**config.mk**
```make
export PLATFORM = sky130hd
export DESIGN_NAME = sorted_merge_update_unit
export DESIGN_NICKNAME = d
export VERILOG_FILES = /design/src/sv/smu_pkg.sv /design/src/sv/smu_merge_core.sv /design/src/sv/smu_out_queue.sv /design/src/sv/sorted_merge_update_unit.sv
export SDC_FILE = /design/constraint.sdc
export NUM_CORES = 1
export LEC_CHECK = 0
export ABC_AREA = 0
export BUFFER_PORTS_ARGS = -buffer_cell sky130_fd_sc_hd__buf_2
export CORE_ASPECT_RATIO = 1.2
export CORE_MARGIN = 3
export CORE_UTILIZATION = 35
export CTS_CLUSTER_DIAMETER = 30
export DETAILED_ROUTE_END_ITERATION = 12
export PLACE_DENSITY = 0.56
export SYNTH_ARGS = -nofsm -noshare
export SYNTH_HDL_FRONTEND = slang
export SYNTH_SLANG_ARGS = --single-unit
```
**constraint.sdc**
```tcl
create_clock -name clock -period 8.4 [get_ports clock]
set_input_delay 1.26 -clock clock [delete_from_list [all_inputs] [get_ports clock]]
set_output_delay 1.26 -clock clock [all_outputs]
set_load 0.005 [all_outputs]
```
**src/sv/smu_pkg.sv**
```systemverilog
// ----------------------------------------------------------------------------
// smu_pkg
// Shared types and codes for the sorted merge update unit.
// ----------------------------------------------------------------------------
package smu_pkg;

   localparam int FIELD_BITS = 32;

   typedef logic [FIELD_BITS-1:0] field_type;

   // input action codes
   localparam logic [1:0] ACT_BASE     = 2'd0;
   localparam logic [1:0] ACT_UPDATE   = 2'd1;
   localparam logic [1:0] ACT_BASE_END = 2'd2;
   localparam logic [1:0] ACT_UPD_END  = 2'd3;

   // update op codes
   localparam logic [1:0] OP_INVALID = 2'd0;
   localparam logic [1:0] OP_INSERT  = 2'd1;
   localparam logic [1:0] OP_REPLACE = 2'd2;
   localparam logic [1:0] OP_DELETE  = 2'd3;

   // error codes
   localparam logic [1:0] ERR_NONE    = 2'd0;
   localparam logic [1:0] ERR_BAD_OP  = 2'd1;
   localparam logic [1:0] ERR_REFUSED = 2'd2;

   // emitted record source
   localparam logic SRC_BASE   = 1'b0;
   localparam logic SRC_UPDATE = 1'b1;

   typedef struct packed {
      logic [1:0] action;
      field_type  rec_key;
      logic [1:0] update_op;
      field_type  rec_payload;
   } item_type;

   typedef struct packed {
      logic       emit_valid;
      logic       emit_source;
      field_type  out_key;
      field_type  out_payload;
      logic       want_base;
      logic       want_update;
      logic [1:0] error_code;
      logic       done_res;
   } result_type;

endpackage

```
**src/sv/smu_merge_core.sv**
```systemverilog
// ----------------------------------------------------------------------------
// smu_merge_core
// Head slots of both streams and the combinational intake and merge decision.
// ----------------------------------------------------------------------------
module smu_merge_core #(
   parameter int KEY_W = 32,
   parameter int PAY_W = 32
) (
   input  logic                clock,
   input  logic                reset,
   input  logic                step_en,
   input  smu_pkg::item_type   item,
   output smu_pkg::result_type result
);

   logic             base_held_ff, base_held_in;
   logic [KEY_W-1:0] base_key_ff, base_key_in;
   logic [PAY_W-1:0] base_pay_ff, base_pay_in;
   logic             base_fin_ff, base_fin_in;
   logic             upd_held_ff, upd_held_in;
   logic [KEY_W-1:0] upd_key_ff, upd_key_in;
   logic [1:0]       upd_op_ff, upd_op_in;
   logic [PAY_W-1:0] upd_pay_ff, upd_pay_in;
   logic             upd_fin_ff, upd_fin_in;

   logic             refused;
   logic             bad_op;
   logic             emit;
   logic             src;
   logic [KEY_W-1:0] sel_key;
   logic [PAY_W-1:0] sel_pay;
   logic             do_base;
   logic             do_upd;
   logic             same_key;

   always_comb begin
      base_held_in = base_held_ff;
      base_key_in  = base_key_ff;
      base_pay_in  = base_pay_ff;
      base_fin_in  = base_fin_ff;
      upd_held_in  = upd_held_ff;
      upd_key_in   = upd_key_ff;
      upd_op_in    = upd_op_ff;
      upd_pay_in   = upd_pay_ff;
      upd_fin_in   = upd_fin_ff;
      refused      = 1'b0;
      bad_op       = 1'b0;
      emit         = 1'b0;
      src          = smu_pkg::SRC_BASE;
      do_base      = 1'b0;
      do_upd       = 1'b0;
      same_key     = 1'b0;

      // intake
      case (item.action)
         smu_pkg::ACT_BASE: begin
            if (base_held_ff || base_fin_ff) begin
               refused = 1'b1;
            end else begin
               base_held_in = 1'b1;
               base_key_in  = item.rec_key[KEY_W-1:0];
               base_pay_in  = item.rec_payload[PAY_W-1:0];
            end
         end
         smu_pkg::ACT_UPDATE: begin
            if (upd_held_ff || upd_fin_ff) begin
               refused = 1'b1;
            end else begin
               upd_held_in = 1'b1;
               upd_key_in  = item.rec_key[KEY_W-1:0];
               upd_op_in   = item.update_op;
               upd_pay_in  = item.rec_payload[PAY_W-1:0];
            end
         end
         smu_pkg::ACT_BASE_END: begin
            if (base_fin_ff) refused = 1'b1;
            else             base_fin_in = 1'b1;
         end
         default: begin
            if (upd_fin_ff) refused = 1'b1;
            else            upd_fin_in = 1'b1;
         end
      endcase

      // merge decision on the updated heads
      if (base_held_in && upd_held_in) begin
         if (base_key_in < upd_key_in) do_base = 1'b1;
         else                          do_upd  = 1'b1;
         same_key = (base_key_in == upd_key_in);
      end else if (base_held_in && upd_fin_in) begin
         do_base = 1'b1;
      end else if (upd_held_in && base_fin_in) begin
         do_upd = 1'b1;
      end

      sel_key = do_base ? base_key_in : upd_key_in;
      sel_pay = do_base ? base_pay_in : upd_pay_in;

      if (do_base) begin
         emit         = 1'b1;
         src          = smu_pkg::SRC_BASE;
         base_held_in = 1'b0;
      end else if (do_upd) begin
         src         = smu_pkg::SRC_UPDATE;
         upd_held_in = 1'b0;
         case (upd_op_in)
            smu_pkg::OP_INSERT: begin
               emit = 1'b1;
            end
            smu_pkg::OP_REPLACE: begin
               emit = 1'b1;
               if (same_key) base_held_in = 1'b0;
            end
            smu_pkg::OP_DELETE: begin
               if (same_key) base_held_in = 1'b0;
            end
            default: begin
               bad_op = 1'b1;
            end
         endcase
      end

      result.emit_valid  = emit;
      result.emit_source = emit ? src : smu_pkg::SRC_BASE;
      result.out_key     = emit ? smu_pkg::field_type'(sel_key) : '0;
      result.out_payload = emit ? smu_pkg::field_type'(sel_pay) : '0;
      result.want_base   = !base_held_in && !base_fin_in;
      result.want_update = !upd_held_in && !upd_fin_in;
      result.error_code  = refused ? smu_pkg::ERR_REFUSED :
                           (bad_op ? smu_pkg::ERR_BAD_OP : smu_pkg::ERR_NONE);
      result.done_res    = base_fin_in && upd_fin_in && !base_held_in && !upd_held_in;
   end

   always_ff @(posedge clock) begin
      if (reset) begin
         base_held_ff <= 1'b0;
         base_key_ff  <= '0;
         base_pay_ff  <= '0;
         base_fin_ff  <= 1'b0;
         upd_held_ff  <= 1'b0;
         upd_key_ff   <= '0;
         upd_op_ff    <= smu_pkg::OP_INVALID;
         upd_pay_ff   <= '0;
         upd_fin_ff   <= 1'b0;
      end else if (step_en) begin
         base_held_ff <= base_held_in;
         base_key_ff  <= base_key_in;
         base_pay_ff  <= base_pay_in;
         base_fin_ff  <= base_fin_in;
         upd_held_ff  <= upd_held_in;
         upd_key_ff   <= upd_key_in;
         upd_op_ff    <= upd_op_in;
         upd_pay_ff   <= upd_pay_in;
         upd_fin_ff   <= upd_fin_in;
      end
   end

endmodule

```
**src/sv/smu_out_queue.sv**
```systemverilog
// ----------------------------------------------------------------------------
// smu_out_queue
// Two-entry result queue; decouples result stalls from the intake side.
// ----------------------------------------------------------------------------
module smu_out_queue (
   input  logic                clock,
   input  logic                reset,
   input  logic                push,
   input  smu_pkg::result_type push_data,
   output logic                room,
   output logic                out_valid,
   input  logic                out_ready,
   output smu_pkg::result_type out_data
);

   smu_pkg::result_type entry_ff [2];
   logic                wr_ptr_ff, wr_ptr_in;
   logic                rd_ptr_ff, rd_ptr_in;
   logic [1:0]          count_ff, count_in;
   logic                pop;

   assign pop       = out_valid && out_ready;
   assign out_valid = (count_ff != 2'd0);
   assign room      = (count_ff != 2'd2);
   assign out_data  = entry_ff[rd_ptr_ff];

   always_comb begin
      wr_ptr_in = push ? ~wr_ptr_ff : wr_ptr_ff;
      rd_ptr_in = pop  ? ~rd_ptr_ff : rd_ptr_ff;
      count_in  = count_ff + 2'(push) - 2'(pop);
   end

   always_ff @(posedge clock) begin
      if (reset) begin
         wr_ptr_ff <= 1'b0;
         rd_ptr_ff <= 1'b0;
         count_ff  <= 2'd0;
      end else begin
         wr_ptr_ff <= wr_ptr_in;
         rd_ptr_ff <= rd_ptr_in;
         count_ff  <= count_in;
      end
   end

   always_ff @(posedge clock) begin
      if (push) begin
         entry_ff[wr_ptr_ff] <= push_data;
      end
   end

endmodule

```
**src/sv/sorted_merge_update_unit.sv**
```systemverilog
// ----------------------------------------------------------------------------
// sorted_merge_update_unit
// Merges a key-sorted base stream with a key-sorted update stream, one head
// slot per stream, and applies insert, replace and delete updates.
// ----------------------------------------------------------------------------
//  channel | direction | handshake            | contents
//  req_    | in        | req_valid/req_ready  | action, key, op, payload
//  rsp_    | out       | rsp_valid/rsp_ready  | one result per request
//
//  One request per cycle sustained while the result queue has room; rsp_valid
//  rises once a request has passed the input register and the merge logic
//  into the result queue; a full queue holds it in the input register.
//  The merge step is a combinational key compare and slot update.
//  A two-entry result queue absorbs rsp_ready stalls; req_ready drops only
//  once the queue is full and the input register is occupied.
//  Synchronous reset empties both head slots and clears the end marks.
// ----------------------------------------------------------------------------
module sorted_merge_update_unit #(
   parameter int KEY_BITS     = 32,
   parameter int PAYLOAD_BITS = 32
) (
   input  logic        clock,
   input  logic        reset,
   input  logic        req_valid,
   output logic        req_ready,
   input  logic [1:0]  req_action,
   input  logic [31:0] req_rec_key,
   input  logic [1:0]  req_update_op,
   input  logic [31:0] req_rec_payload,
   output logic        rsp_valid,
   input  logic        rsp_ready,
   output logic        rsp_emit_valid,
   output logic        rsp_emit_source,
   output logic [31:0] rsp_out_key,
   output logic [31:0] rsp_out_payload,
   output logic        rsp_want_base,
   output logic        rsp_want_update,
   output logic [1:0]  rsp_error_code,
   output logic        rsp_done_res
);

   localparam int KEY_W = (KEY_BITS < smu_pkg::FIELD_BITS) ? KEY_BITS : smu_pkg::FIELD_BITS;
   localparam int PAY_W = (PAYLOAD_BITS < smu_pkg::FIELD_BITS) ?
                          PAYLOAD_BITS : smu_pkg::FIELD_BITS;

   logic                in_valid_ff, in_valid_in;
   smu_pkg::item_type   in_item_ff;
   logic                req_xfer;
   logic                advance;
   logic                q_room;
   smu_pkg::result_type step_result;
   smu_pkg::result_type rsp_data;

   assign req_ready = !in_valid_ff || q_room;
   assign req_xfer  = req_valid && req_ready;
   assign advance   = in_valid_ff && q_room;

   always_comb begin
      if (req_xfer)     in_valid_in = 1'b1;
      else if (advance) in_valid_in = 1'b0;
      else              in_valid_in = in_valid_ff;
   end

   always_ff @(posedge clock) begin
      if (reset) begin
         in_valid_ff <= 1'b0;
      end else begin
         in_valid_ff <= in_valid_in;
      end
   end

   always_ff @(posedge clock) begin
      if (req_xfer) begin
         in_item_ff.action      <= req_action;
         in_item_ff.rec_key     <= req_rec_key;
         in_item_ff.update_op   <= req_update_op;
         in_item_ff.rec_payload <= req_rec_payload;
      end
   end

   smu_merge_core #(
      .KEY_W (KEY_W),
      .PAY_W (PAY_W)
   ) u_core (
      .clock   (clock),
      .reset   (reset),
      .step_en (advance),
      .item    (in_item_ff),
      .result  (step_result)
   );

   smu_out_queue u_queue (
      .clock     (clock),
      .reset     (reset),
      .push      (advance),
      .push_data (step_result),
      .room      (q_room),
      .out_valid (rsp_valid),
      .out_ready (rsp_ready),
      .out_data  (rsp_data)
   );

   assign rsp_emit_valid  = rsp_data.emit_valid;
   assign rsp_emit_source = rsp_data.emit_source;
   assign rsp_out_key     = rsp_data.out_key;
   assign rsp_out_payload = rsp_data.out_payload;
   assign rsp_want_base   = rsp_data.want_base;
   assign rsp_want_update = rsp_data.want_update;
   assign rsp_error_code  = rsp_data.error_code;
   assign rsp_done_res    = rsp_data.done_res;

endmodule

```
* Word level (Yosys, flattened, before mapping)
Memories as Yosys holds them, arrays and structs flattened. A register that Yosys moved wholly into a read port is not among the register bits.
Index checks and enable logic that the tools add are counted.
** Storage, ports and cells
- Register bits :: 207
- Output and inout port bits :: 73
- Bits in writable memories :: 142
- Memories kept :: 1
- Input port bits :: 72
- Word-level logic and storage cells :: 112
** Memories
- u_queue.entry_ff :: words 2, width 71, read ports 1, clocked after memory_dff 1, write ports 1, RTL line smu_out_queue.sv:16 : smu_pkg::result_type entry_ff [2];
** Operators by class
- $add $sub $neg :: 2
- Equal/unequal tests :: 7
- Bitwise logic cells :: 2
- $lt $le $gt $ge :: 1
- Muxes and demuxes :: 56
- Reductions and logical operators :: 26
** Operators by type and width (number)
- 32-bit two-way mux :: 12
- 1-bit two-way mux :: 40
- 32-bit == test :: 1
- 32-bit less-than comparator :: 1
- 1-bit logical AND :: 11
- 2-bit == test (second input constant) :: 3
- 2-bit two-way mux :: 3
- 3-bit OR reduction :: 2
- 1-bit zero test :: 5
- 2-bit by 1-bit == test with 1-bit output (second input constant) :: 2
- 2-bit nonzero test :: 2
- 2-bit OR reduction :: 2
- 1-bit logical OR :: 3
- 1-bit case mux with 3 select lines :: 1
- 2-bit by 1-bit adder with 2-bit output :: 1
- 2-bit zero test :: 1
- 2-bit inequality test (second input constant) :: 1
- 1-bit inverter :: 2
- 2-bit by 1-bit subtractor with 2-bit output :: 1

* Longest topological paths before layout
Gate-level depths: netlist of the first run.
- Word-level depth :: 12
- Gate-level depth with buffers :: 17

* Modules after synthesis
A second synthesis of the first run with hierarchy kept.
** Unflattened totals
- Cell total of the unflattened synthesis :: 1280
- Area, all modules :: 15673.8 um^2
** Modules (own cells, without submodules)
- smu_merge_core :: area an instance 7851.3 um^2, cells an instance 962, instances 1, sequential area each 2682.6 um^2
- smu_out_queue :: area an instance 5718.0 um^2, cells an instance 244, instances 1, sequential area each 4364.2 um^2
- sorted_merge_update_unit :: area an instance 2104.5 um^2, cells an instance 74, instances 1, sequential area each 2062.0 um^2

* Worst setup path before layout of the first run
OpenSTA, ideal clock, no wires.
- Path type :: in2reg
- Start :: input port req_valid
- End :: register in_item_ff[0] (netlist name) (enable)
- Setup slack :: 3.138 ns
- Cell stages on the path :: 2
- Arrival time :: 4.727 ns
- Setup time :: 0.535 ns
- Cells stage by stage :: inv_1 -> a31oi_1
** Between the ends
- Cells in the longest elaborated chain, start to end :: 1
** RTL lines
- from (decl) :: RTL line sorted_merge_update_unit.sv:24 : input logic req_valid,
- 1-bit logical AND :: RTL line sorted_merge_update_unit.sv:55 : assign req_xfer = req_valid && req_ready;
- to (decl) :: RTL line sorted_merge_update_unit.sv:47 : smu_pkg::item_type in_item_ff;
No other way between the ends.
A chain may end at the register's enable or synchronous reset.

==> run summary, run 1 <==
Slew Limit Fails - 0
Yosys cell types - 51
crit-path cells - nor4_4, buf_4, buf_4, mux2i_1, inv_1, ha_1, nand4_1, or4_1, nor3_1, o2111ai_1, or3_1, buf_4, a311o_2, a221oi_1
routability cong. - 0.7609
Yosys reg bits - 350
setup_tns - 0 ns
crit share post-route - 0.7204
cell family with most CP delay - compound AO/OA/AOI/OAI gates
Clock transition at path regs - 0.04 ns
ant diodes - 0
post-synthesis sequential area ratio - 0.6000
antenna violations before repair - 0
WHS Path Cells - 2
die height - 234.1 um
clock buffer count from CTS - 82
Die W - 196.1 um
cell leakage power - 7.268 nW
wire per inst - 19.10 um
synthesized net count - 1447
Post-synth EDFFs - 210
clk sinks - 350
hold crit path type - register to register
DRC viols - 0
DP Area - 16410 um^2
Clk Latency, worst-skew pair - 0.60 ns
Top FF cell, synth - edfxtp_1
Yosys top cell area share - 0.4154
FMAX - 165.2 MHz
setup bufs post-CTS - 0
worst reg2reg path depth - 14
Syn Inst Count - 1340
effective utilization at floorplan - 0.3591
WP buf/inv - 4
Avg Inst Size Synth - 11.33 um^2
Hold WS - 0.4516 ns
Top Ports - 145
Final Skew - 0.02831 ns
Max transition margin - 0.2137
final non-filler cell area - 19200 um^2
cell area after synthesis - 15180 um^2
Setup-failing EPs final - 0
Async SR Flop Fraction - 0
WP data required - 8.71 ns
Worst VDD drop - 0.2529 mV
Max Root-Sink Buffers - 3
Final min period - 6.052 ns
first-pass GRT wire length - 61.21 mm
largest net degree at the start of global routing - 97
status - completed
CP arrival - 6.36 ns
via/cell ratio - 5.122
top cells by area, synth - edfxtp_1 (42%), dfxtp_1 (18%), mux2_2 (5.3%)
Tot GR Track Use - 0.1710
Yosys warning total - 0
Starting DRT DRC Count - 606
CP endpoint kind - register
# rows - 82
Max-Cap Viols - 0
most used cell, CP - buf_4
Vias - 10770
die area - 45920 um^2
dpl hpwl - 23.65 mm
critical path depth in cells - 14
core area - 42270 um^2
total wire length - 40.14 mm
First-pass DRT Iterations - 5
Detail Route Antenna Nets - 0
Crit Path Class - register to register
Slowest-stage cell, CP - a311o_2
number of nets in the layout - 1594
htree depth - 3
CTS tree - yes
maximum net fanout on the critical path - 58
vias in the first global route - 10750
final-report hold violation count - 0
Area Overhead vs Synth - 26.49%
Critical Path Start Type - register
root buffer cell - clkbuf_16
layout cells sized above 1 - 0.2506
cell taking the most area after synthesis - edfxtp_1
unrepaired setup endpoints after global routing - false
Largest stage delay, worst path - 0.74 ns
Worst-Margin Slew - 1.180 ns
CTS resizes - 0
port bufs - 144
hold-fix buffer count after cts - 0
Power Dens Cells - 320.8 nW/um^2
total grt overflow - 0
-- power by group --
part,leakage (nW),switching [mW],internal (mW)
clock network,1.36,0.989,2.19
registers,3.15,0.120,2.00
logic,2.76,0.497,0.367
total,7.27,1.61,4.55
-- area by class of cell --
| class | instances | area (um^2) |
|---|---|---|
| flip-flops and latches | 350 | 9112 |
| inverters | 73 | 276.5 |
| well taps | 546 | 683.2 |
| clock inverters | 51 | 516.7 |
| multi-input cells | 818 | 5480 |
| fillers | 3962 | 23070 |
| repair buffers | 162 | 858.3 |
| clock buffers | 102 | 2275 |
-- routing by layer --
metal	up-vias	GRT usage	part of all wire
li1	5194	-	-
met1	5214	0.2118	0.44
met2	286	0.2886	0.49
met3	73	0.03693	0.050
met4	0	0.07533	0.025
met5	-	0	0
-- registers in the layout, indices dropped and copies added (netlist names), named ones only --
register             cells
u_core.upd_pay_ff       32
u_queue.count_ff         2
u_queue.wr_ptr_ff        1
u_queue.entry_ff       142
u_core.upd_fin_ff        1
u_core.upd_held_ff       1
u_queue.rd_ptr_ff        1
u_core.upd_key_ff       32
in_valid_ff              1
u_core.base_key_ff      32
u_core.upd_op_ff         2
u_core.base_pay_ff      32
in_item_ff              68
u_core.base_held_ff      1
u_core.base_fin_ff       1
-- worst paths after layout --
path / start / endpoint / slack, ns
max: in_item_ff[67] / u_queue.entry_ff[0][35] / 2.35
min: u_core.base_pay_ff[20] / u_core.base_pay_ff[20] / 0.45
max reg2reg: in_item_ff[67] / u_queue.entry_ff[0][35] / 2.35
min reg2reg: u_core.base_pay_ff[20] / u_core.base_pay_ff[20] / 0.45
-- worst reg2reg max path, cell delays in order (launching register included) --
cell	delay (ns)
edfxtp_1	0.54
nor4_4	0.25
buf_4	0.29
buf_4	0.74
mux2i_1	0.38
inv_1	0.07
ha_1	0.33
nand4_1	0.09
or4_1	0.46
nor3_1	0.37
o2111ai_1	0.27
or3_1	0.36
buf_4	0.27
a311o_2	0.74
a221oi_1	0.63
-- metrics by stage --
stage / setup WS, ns / util / power (mW) / cells
after global placement: 2.333 / 0.3882 / 3.018 / 1949
final: 2.348 / 0.4543 / 6.161 / 2102
after detailed placement: 2.320 / 0.3882 / 3.031 / 1949
after CTS: 2.299 / 0.4543 / 6.236 / 2102
after floorplan: 3.138 / - / 2.693 / 1340
after global routing: 2.013 / 0.4543 / 6.413 / 2102
-- layout by cell type, fill, tap and decap left out, types with 3 or more instances in the layout --
master,Yosys,final
nor2_4,0,4
a21o_1,4,4
xnor2_1,3,3
a221oi_2,10,10
edfxtp_1,210,210
clkinvlp_4,0,7
buf_2,2,143
clkinv_1,1,10
o21ai_0,9,9
a211oi_1,94,94
buf_4,0,19
mux2i_1,73,73
nor2_1,165,161
nand4_1,9,9
a221oi_1,21,21
clkbuf_16,0,88
bufinv_16,0,9
nand3_1,3,3
o22ai_1,35,35
o211ai_1,3,3
clkinv_2,0,16
a21oi_1,82,82
nor3_1,7,6
nand2_1,150,150
and3_1,5,4
dfxtp_1,140,139
xor2_1,3,3
mux2_2,72,72
clkbuf_1,88,12
inv_6,0,6
inv_1,72,72
ha_1,35,35
nor2b_1,3,3
a31oi_1,4,3
-- synthesized netlist by cell type (all sizes together) (3+ instances only) --
cell type / count
edfxtp: 210
nor2: 165
nand2: 150
dfxtp: 140
a211oi: 94
clkbuf: 88
a21oi: 83
mux2i: 73
inv: 72
mux2: 72
ha: 35
o22ai: 35
a221oi: 31
buf: 11
nand4: 9
o21ai: 9
nor3: 7
and3: 5
a21o: 4
a31oi: 4
nand3: 3
nor2b: 3
o211ai: 3
xnor2: 3
xor2: 3
-- cells by family after synthesis --
group                    after synthesis  share of synthesized area
buffers and inverters                172                    0.04418
adder cells (fa/ha/maj)               35                    0.02885
AND/OR/NAND/NOR                      355                    0.09511
AO/OA/AOI/OAI                        277                     0.1268
flip-flops                           350                     0.6000
XOR/XNOR                               6                   0.003462
multiplexers                         145                     0.1015
No activity file was read; power rests on OpenSTA's default activity.
==> run 2, diff against run 1 <==
--- a/config.mk
+++ b/config.mk
@@ -5,7 +5,7 @@
 export SDC_FILE = /design/constraint.sdc
 export NUM_CORES = 1
 export LEC_CHECK = 0
-export ABC_AREA = 0
+export ABC_AREA = 1
 export BUFFER_PORTS_ARGS = -buffer_cell sky130_fd_sc_hd__buf_2
 export CORE_ASPECT_RATIO = 1.2
 export CORE_MARGIN = 3
==> constraint.sdc (replaced) <==
create_clock -name clock -period 6.26 [get_ports clock]
set_input_delay 0.939 -clock clock [delete_from_list [all_inputs] [get_ports clock]]
set_output_delay 0.939 -clock clock [all_outputs]
set_load 0.005 [all_outputs]
==> run 2 against run 1 <==
  * Count of clock-buffer cells in the layout shrank 4
  * Via count grew 13%
  * Wire length grew 2.5%
  * Sequential cell count is the same
  * First-iteration DRC count grew 50%
  * Clock skew shrank 0.0097 ns
  * Combinational power grew 120%
  * Worst setup slack lost 0.91 ns
==> run summary, run 2 <==
most frequent cells in the layout - nand2_1 (299), o21ai_0 (266), inv_1 (260)
Avg Inst Size Synth - 9.050 um^2
die height - 239.4 um
Clock transition at path regs - 0.04 ns
synthesized net count - 1863
routability cong. - 0.8562
FMAX - 207.4 MHz
total grt overflow - 0
Max Root-Sink Buffers - 3
dpl hpwl - 24.33 mm
Synth top cells by count - nand2_1 (300), o21ai_0 (266), inv_1 (262), nor2_1 (239), edfxtp_1 (210)
number of nets in the layout - 2004
antenna violations before repair - 2
clk sinks - 350
Yosys cell types - 33
Worst VDD drop - 0.1893 mV
dpl ws - 1.462 ns
post-synthesis sequential area ratio - 0.5732
layout cells sized above 1 - 0.1946
hold crit path type - register to register
vias in the first global route - 11930
Yosys reg bits - 350
Top Ports - 145
top cells by area, synth - edfxtp_1 (40%), dfxtp_1 (18%), o21ai_0 (8.4%)
clock buffer count from CTS - 78
Yosys warning total - 0
Slowest-stage cell, CP - nand2_4
# rows - 84
Largest Register - u_queue.entry_ff
core area - 44350 um^2
top flop regs - u_queue.entry_ff x142, in_item_ff x68
maximum net fanout on the critical path - 98
setup_tns - 0 ns
Syn Inst Count - 1756
WP buf/inv - 7
ant diodes - 0
Yosys top cell area share - 0.3968
crit-path cells - inv_2, nor2_2, nand2_4, buf_4, nand2_1, o21ai_0, inv_1, ha_1, nand2_1, inv_1, nand4_1, inv_1, nand2_1, nor3_1, nand2_1, nand2_2, nand2_2, inv_4, buf_4, nand2_1, o21ai_0, nor2_1
WP data required - 6.54 ns
CP arrival - 5.10 ns
Largest stage delay, worst path - 0.72 ns
setup bufs post-CTS - 0
cell leakage power - 9.059 nW
Worst-Margin Slew - 1.226 ns
port bufs - 144
Max-Cap Viols - 0
most used cell, CP - nand2_1
Power Dens Cells - 451.1 nW/um^2
area occupied by multi-input gates - 5431 um^2
Reg area - 9112 um^2
Tot GR Track Use - 0.1691
Max transition margin - 0.1810
cell area after synthesis - 15890 um^2
cell taking the most area after synthesis - edfxtp_1
Setup-failing EPs final - 0
total wire length - 41.13 mm
Vias - 12200
Crit Path Class - register to register
Slew Limit Fails - 0
Critical Path Start Type - register
Starting DRT DRC Count - 906
crit share post-route - 0.7702
Post-synth EDFFs - 210
Total Power - 8.947 mW
Async SR Flop Fraction - 0
most common cell after layout, fill and taps aside - nand2_1
CTS resizes - 0
First-pass DRT Iterations - 5
Detail Route Antenna Nets - 0
most frequent cell after synthesis - nand2_1
htree depth - 3
Final min period - 4.822 ns
effective utilization at floorplan - 0.3583
Final Util - 0.4472
DRC viols - 0
cell family with most CP delay - buffers and inverters
status - completed
Hold WS - 0.4488 ns
Clk Latency, worst-skew pair - 0.58 ns
unrepaired setup endpoints after global routing - false
largest net degree at the start of global routing - 106
Area Overhead vs Synth - 24.82%
final-report hold violation count - 0
Final Skew - 0.01862 ns
Top FF cell, synth - edfxtp_1
die area - 48010 um^2
first-pass GRT wire length - 64.23 mm
fillers - 4203
wire per inst - 16.03 um
root buffer cell - clkbuf_16
via/cell ratio - 4.757
FF-to-FF setup slack - 1.44 ns
Die W - 200.5 um
CP endpoint kind - register
max reg flops - 142
hold-fix buffer count after cts - 0
Worst Slack Setup Final - 1.438 ns
CTS tree - yes
run 2: cell count changes after synthesis, sizes merged, moves of 38 or more:
cell	previous run	this run
o21ai	9	269
inv	72	265
nand2	150	305
a211oi	94	1
nor2	165	244
mux2i	73	1
a21oi	83	32
nand3	3	41
run 2: kinds of logic (layout without fill, tap and decap cells):
family                   Yosys count  count (layout)  synth area share
adder cells (fa/ha/maj)           35              35           0.02756
AND/OR/NAND/NOR                  598             598            0.1472
flip-flops                       350             350            0.5732
XOR/XNOR                           1               1         0.0005512
buffers and inverters            363             570           0.08779
AO/OA/AOI/OAI                    337             337            0.1127
multiplexers                      72              72           0.05094
run 2: area by class of cell:
cell class,instances,area share
tap,602,0.03797
multi-input combinational,1043,0.2738
inverter,266,0.05059
timing repair buffer,158,0.04176
clock buffer,98,0.1078
clock inverter,48,0.02864
sequential,350,0.4594
run 2: power breakdown:
part | switching [mW] | total (mW) | internal [mW] | leakage [nW]
combinational | 1.21 | 1.86 | 0.655 | 4.60
sequential | 0.144 | 2.97 | 2.83 | 3.13
clock | 1.31 | 4.11 | 2.80 | 1.33
total | 2.66 | 8.95 | 6.28 | 9.06
run 2: layer usage:
metal / GRT usage / up-vias / wire length, um
met3: 0.03208 / 77 / 2357
met4: 0.07881 / 0 / 1294
met5: 0 / - / 0
li1: - / 6042 / -
met2: 0.2842 / 349 / 19730
met1: 0.2121 / 5734 / 17750
run 2: through the flow:
step / area (um^2) / cells
2_1_floorplan: 15890 / 1756
3_3_place_gp: 17130 / 2419
3_5_place_dp: 17130 / 2419
4_1_cts: 19840 / 2565
5_1_grt: 19840 / 2565
6_report: 19840 / 2565
run 2: path summary, 6_finish.rpt:
| path | from | endpoint | cells past startpoint |
|---|---|---|---|
| worst min register to register | u_queue.rd_ptr_ff | register | 1 |
| worst min-delay path | u_queue.rd_ptr_ff | register | 1 |
| worst max-delay path | in_item_ff[66] | u_queue.entry_ff[1][48] | 22 |
| worst max register to register | in_item_ff[66] | u_queue.entry_ff[1][48] | 22 |
==> run 3, diff against run 2 <==
==> constraint.sdc (replaced) <==
create_clock -name clock -period 4.5 [get_ports clock]
set_input_delay 0.675 -clock clock [delete_from_list [all_inputs] [get_ports clock]]
set_output_delay 0.675 -clock clock [all_outputs]
set_load 0.005 [all_outputs]
==> run 3 against run 2 <==
  * Sequential power increased by 41%
  * Global-route usage fell by 0.27 points
  * Core utilization about the same
  * Clock power grew 38%
  * Count of clock-buffer cells in the layout down 10
  * Highest routed layer is now met5
  * Register-to-register slack got worse by 0.86 ns
  * Sequential share of layout area about the same
  * Largest power group unchanged
==> run summary, run 3 (synthesized netlist as in run 2, its figures left out) <==
worst r2r src - in_item_ff[67]
# rows - 84
Detail Route Antenna Nets - 0
ant diodes - 0
total grt overflow - 0
final-report hold violation count - 0
WP data required - 4.82 ns
unrepaired setup endpoints after global routing - false
DRC viols - 0
htree depth - 3
Final Skew - 0.02072 ns
Slew Limit Fails - 0
Final min period - 3.925 ns
max reg flops - 142
maximum net fanout on the critical path - 61
Worst Slack Setup Final - 0.5753 ns
Die W - 200.5 um
largest net degree at the start of global routing - 100
GR peak layer - met2
first-pass GRT wire length - 63.67 mm
CTS resizes - 0
number of nets in the layout - 2007
cell leakage power - 9.028 nW
setup bufs post-CTS - 0
fillers - 4299
hold crit path type - input pin to register
die height - 239.4 um
Top Ports - 145
most common cell after layout, fill and taps aside - nand2_1
Worst-Margin Slew - 1.104 ns
root buffer cell - clkbuf_16
via/cell ratio - 4.704
wire per inst - 15.64 um
dpl ws - 0.5770 ns
Worst R2R End - u_queue.entry_ff[0][37]
area occupied by multi-input gates - 5431 um^2
port bufs - 144
Max-Cap Viols - 0
Vias - 12070
vias in the first global route - 11880
dpl hpwl - 24.53 mm
WP buf/inv - 1
Starting DRT DRC Count - 776
met1 GRT Util - 0.2132
Setup crit start - in_item_ff[67]
WHS Path Cells - 1
hold path endpoint - in_item_ff[16]
crit share post-route - 0.8722
Clock transition at path regs - 0.05 ns
most frequent cells in the layout - nand2_1 (299), o21ai_0 (266), inv_1 (260)
Crit Path Class - register to register
CP arrival - 4.25 ns
final non-filler cell area - 19850 um^2
clock buffer count from CTS - 76
CTS tree - yes
Worst VDD drop - 0.2729 mV
crit-path cells - nor2_2, nand2_4, o21ai_0, ha_1, a21oi_1, o21ai_0, nand2_1, nand2_1, a21oi_1, nand2_1, nor2_1, nand2_2, nand2_2, buf_4, nand2_1, o21ai_0, nor2_1
Max transition margin - 0.2639
most used cell, CP - nand2_1
setup_tns - 0 ns
routability cong. - 0.8739
FMAX - 254.8 MHz
Largest stage delay, worst path - 0.48 ns
hold-fix buffer count after cts - 0
critical path depth in cells - 17
GRT met3 Usage - 0.03507
First-pass DRT Iterations - 5
Setup-failing EPs final - 0
worst reg2reg path depth - 17
Largest Register - u_queue.entry_ff
die area - 48010 um^2
effective utilization at floorplan - 0.3583
core area - 44350 um^2
Tot GR Track Use - 0.1664
Final Util - 0.4476
clk sinks - 350
antenna violations before repair - 2
met2 Resource Use GR - 0.2761
Clk Latency, worst-skew pair - 0.60 ns
Reg area - 9112 um^2
layout cells sized above 1 - 0.1940
total wire length - 40.14 mm
Slowest-stage cell, CP - buf_4
top flop regs - u_queue.entry_ff x142, in_item_ff x68
Max Root-Sink Buffers - 3
Area Overhead vs Synth - 24.93%
Power Dens Cells - 624.8 nW/um^2
cell family with most CP delay - simple AND/OR/NAND/NOR gates
Critical Path Start Type - register
FF-to-FF setup slack - 0.58 ns
CP endpoint kind - register
status - completed
Hold Path Origin - req_rec_payload[16]
DP Area - 17180 um^2
-- run 3: changes by cell type in the layout (fill, tap and decap cells not counted) --
cell / change
clkinvlp_4: +8
clkinv_2: -7
clkbuf_8: -6
clkinv_4: -5
buf_4: +4
clkinv_1: +4
inv_6: +3
bufinv_16: +2
clkbuf_1: -2
clkbuf_16: -2
buf_12: +1
clkinv_16: +1
clkinv_8: +1
inv_16: -1
-- run 3: cell type report --
type	count	share of cell area
Sequential cell	350	0.4590
Multi-Input combinational cell	1043	0.2736
Clock buffer	88	0.1006
Inverter	266	0.05054
Timing Repair Buffer	163	0.04424
Tap cell	602	0.03794
Clock inverter	54	0.03409
-- run 3: metal layers --
| layer | vias up | routed length (um) | share of wire |
|---|---|---|---|
| li1 | 6063 | - | - |
| met3 | 66 | 2099 | 0.052 |
| met4 | 4 | 1051 | 0.026 |
| met2 | 274 | 19040 | 0.47 |
| met5 | - | 21 | 0.00052 |
| met1 | 5663 | 17930 | 0.45 |
-- run 3: metrics by stage --
| step | power, mW | std cells | hold WS (ns) |
|---|---|---|---|
| finish | 12.40 | 2566 | 0.2544 |
| global route | 13.12 | 2566 | 0.2271 |
| CTS | 12.57 | 2566 | 0.2229 |
| detailed placement | 6.815 | 2424 | 0.4339 |
| global placement | 6.753 | 2424 | 0.4264 |
| floorplan | 5.911 | 1756 | 0.4263 |
-- run 3: worst max path at each step --
stage                                    to  slack [ns]
finish              u_queue.entry_ff[0][37]        0.58
detailed placement  u_queue.entry_ff[0][37]        0.58
CTS                 u_queue.entry_ff[1][37]        0.56
global placement    u_queue.entry_ff[0][37]        0.63
global route        u_queue.entry_ff[1][37]        0.11
floorplan            u_queue.entry_ff[1][0]        0.14
-- run 3: report_power, final --
part | switching (mW) | internal (mW)
Clock | 1.84 | 3.84
Combinational | 1.60 | 0.923
Sequential | 0.262 | 3.94
Total | 3.70 | 8.70
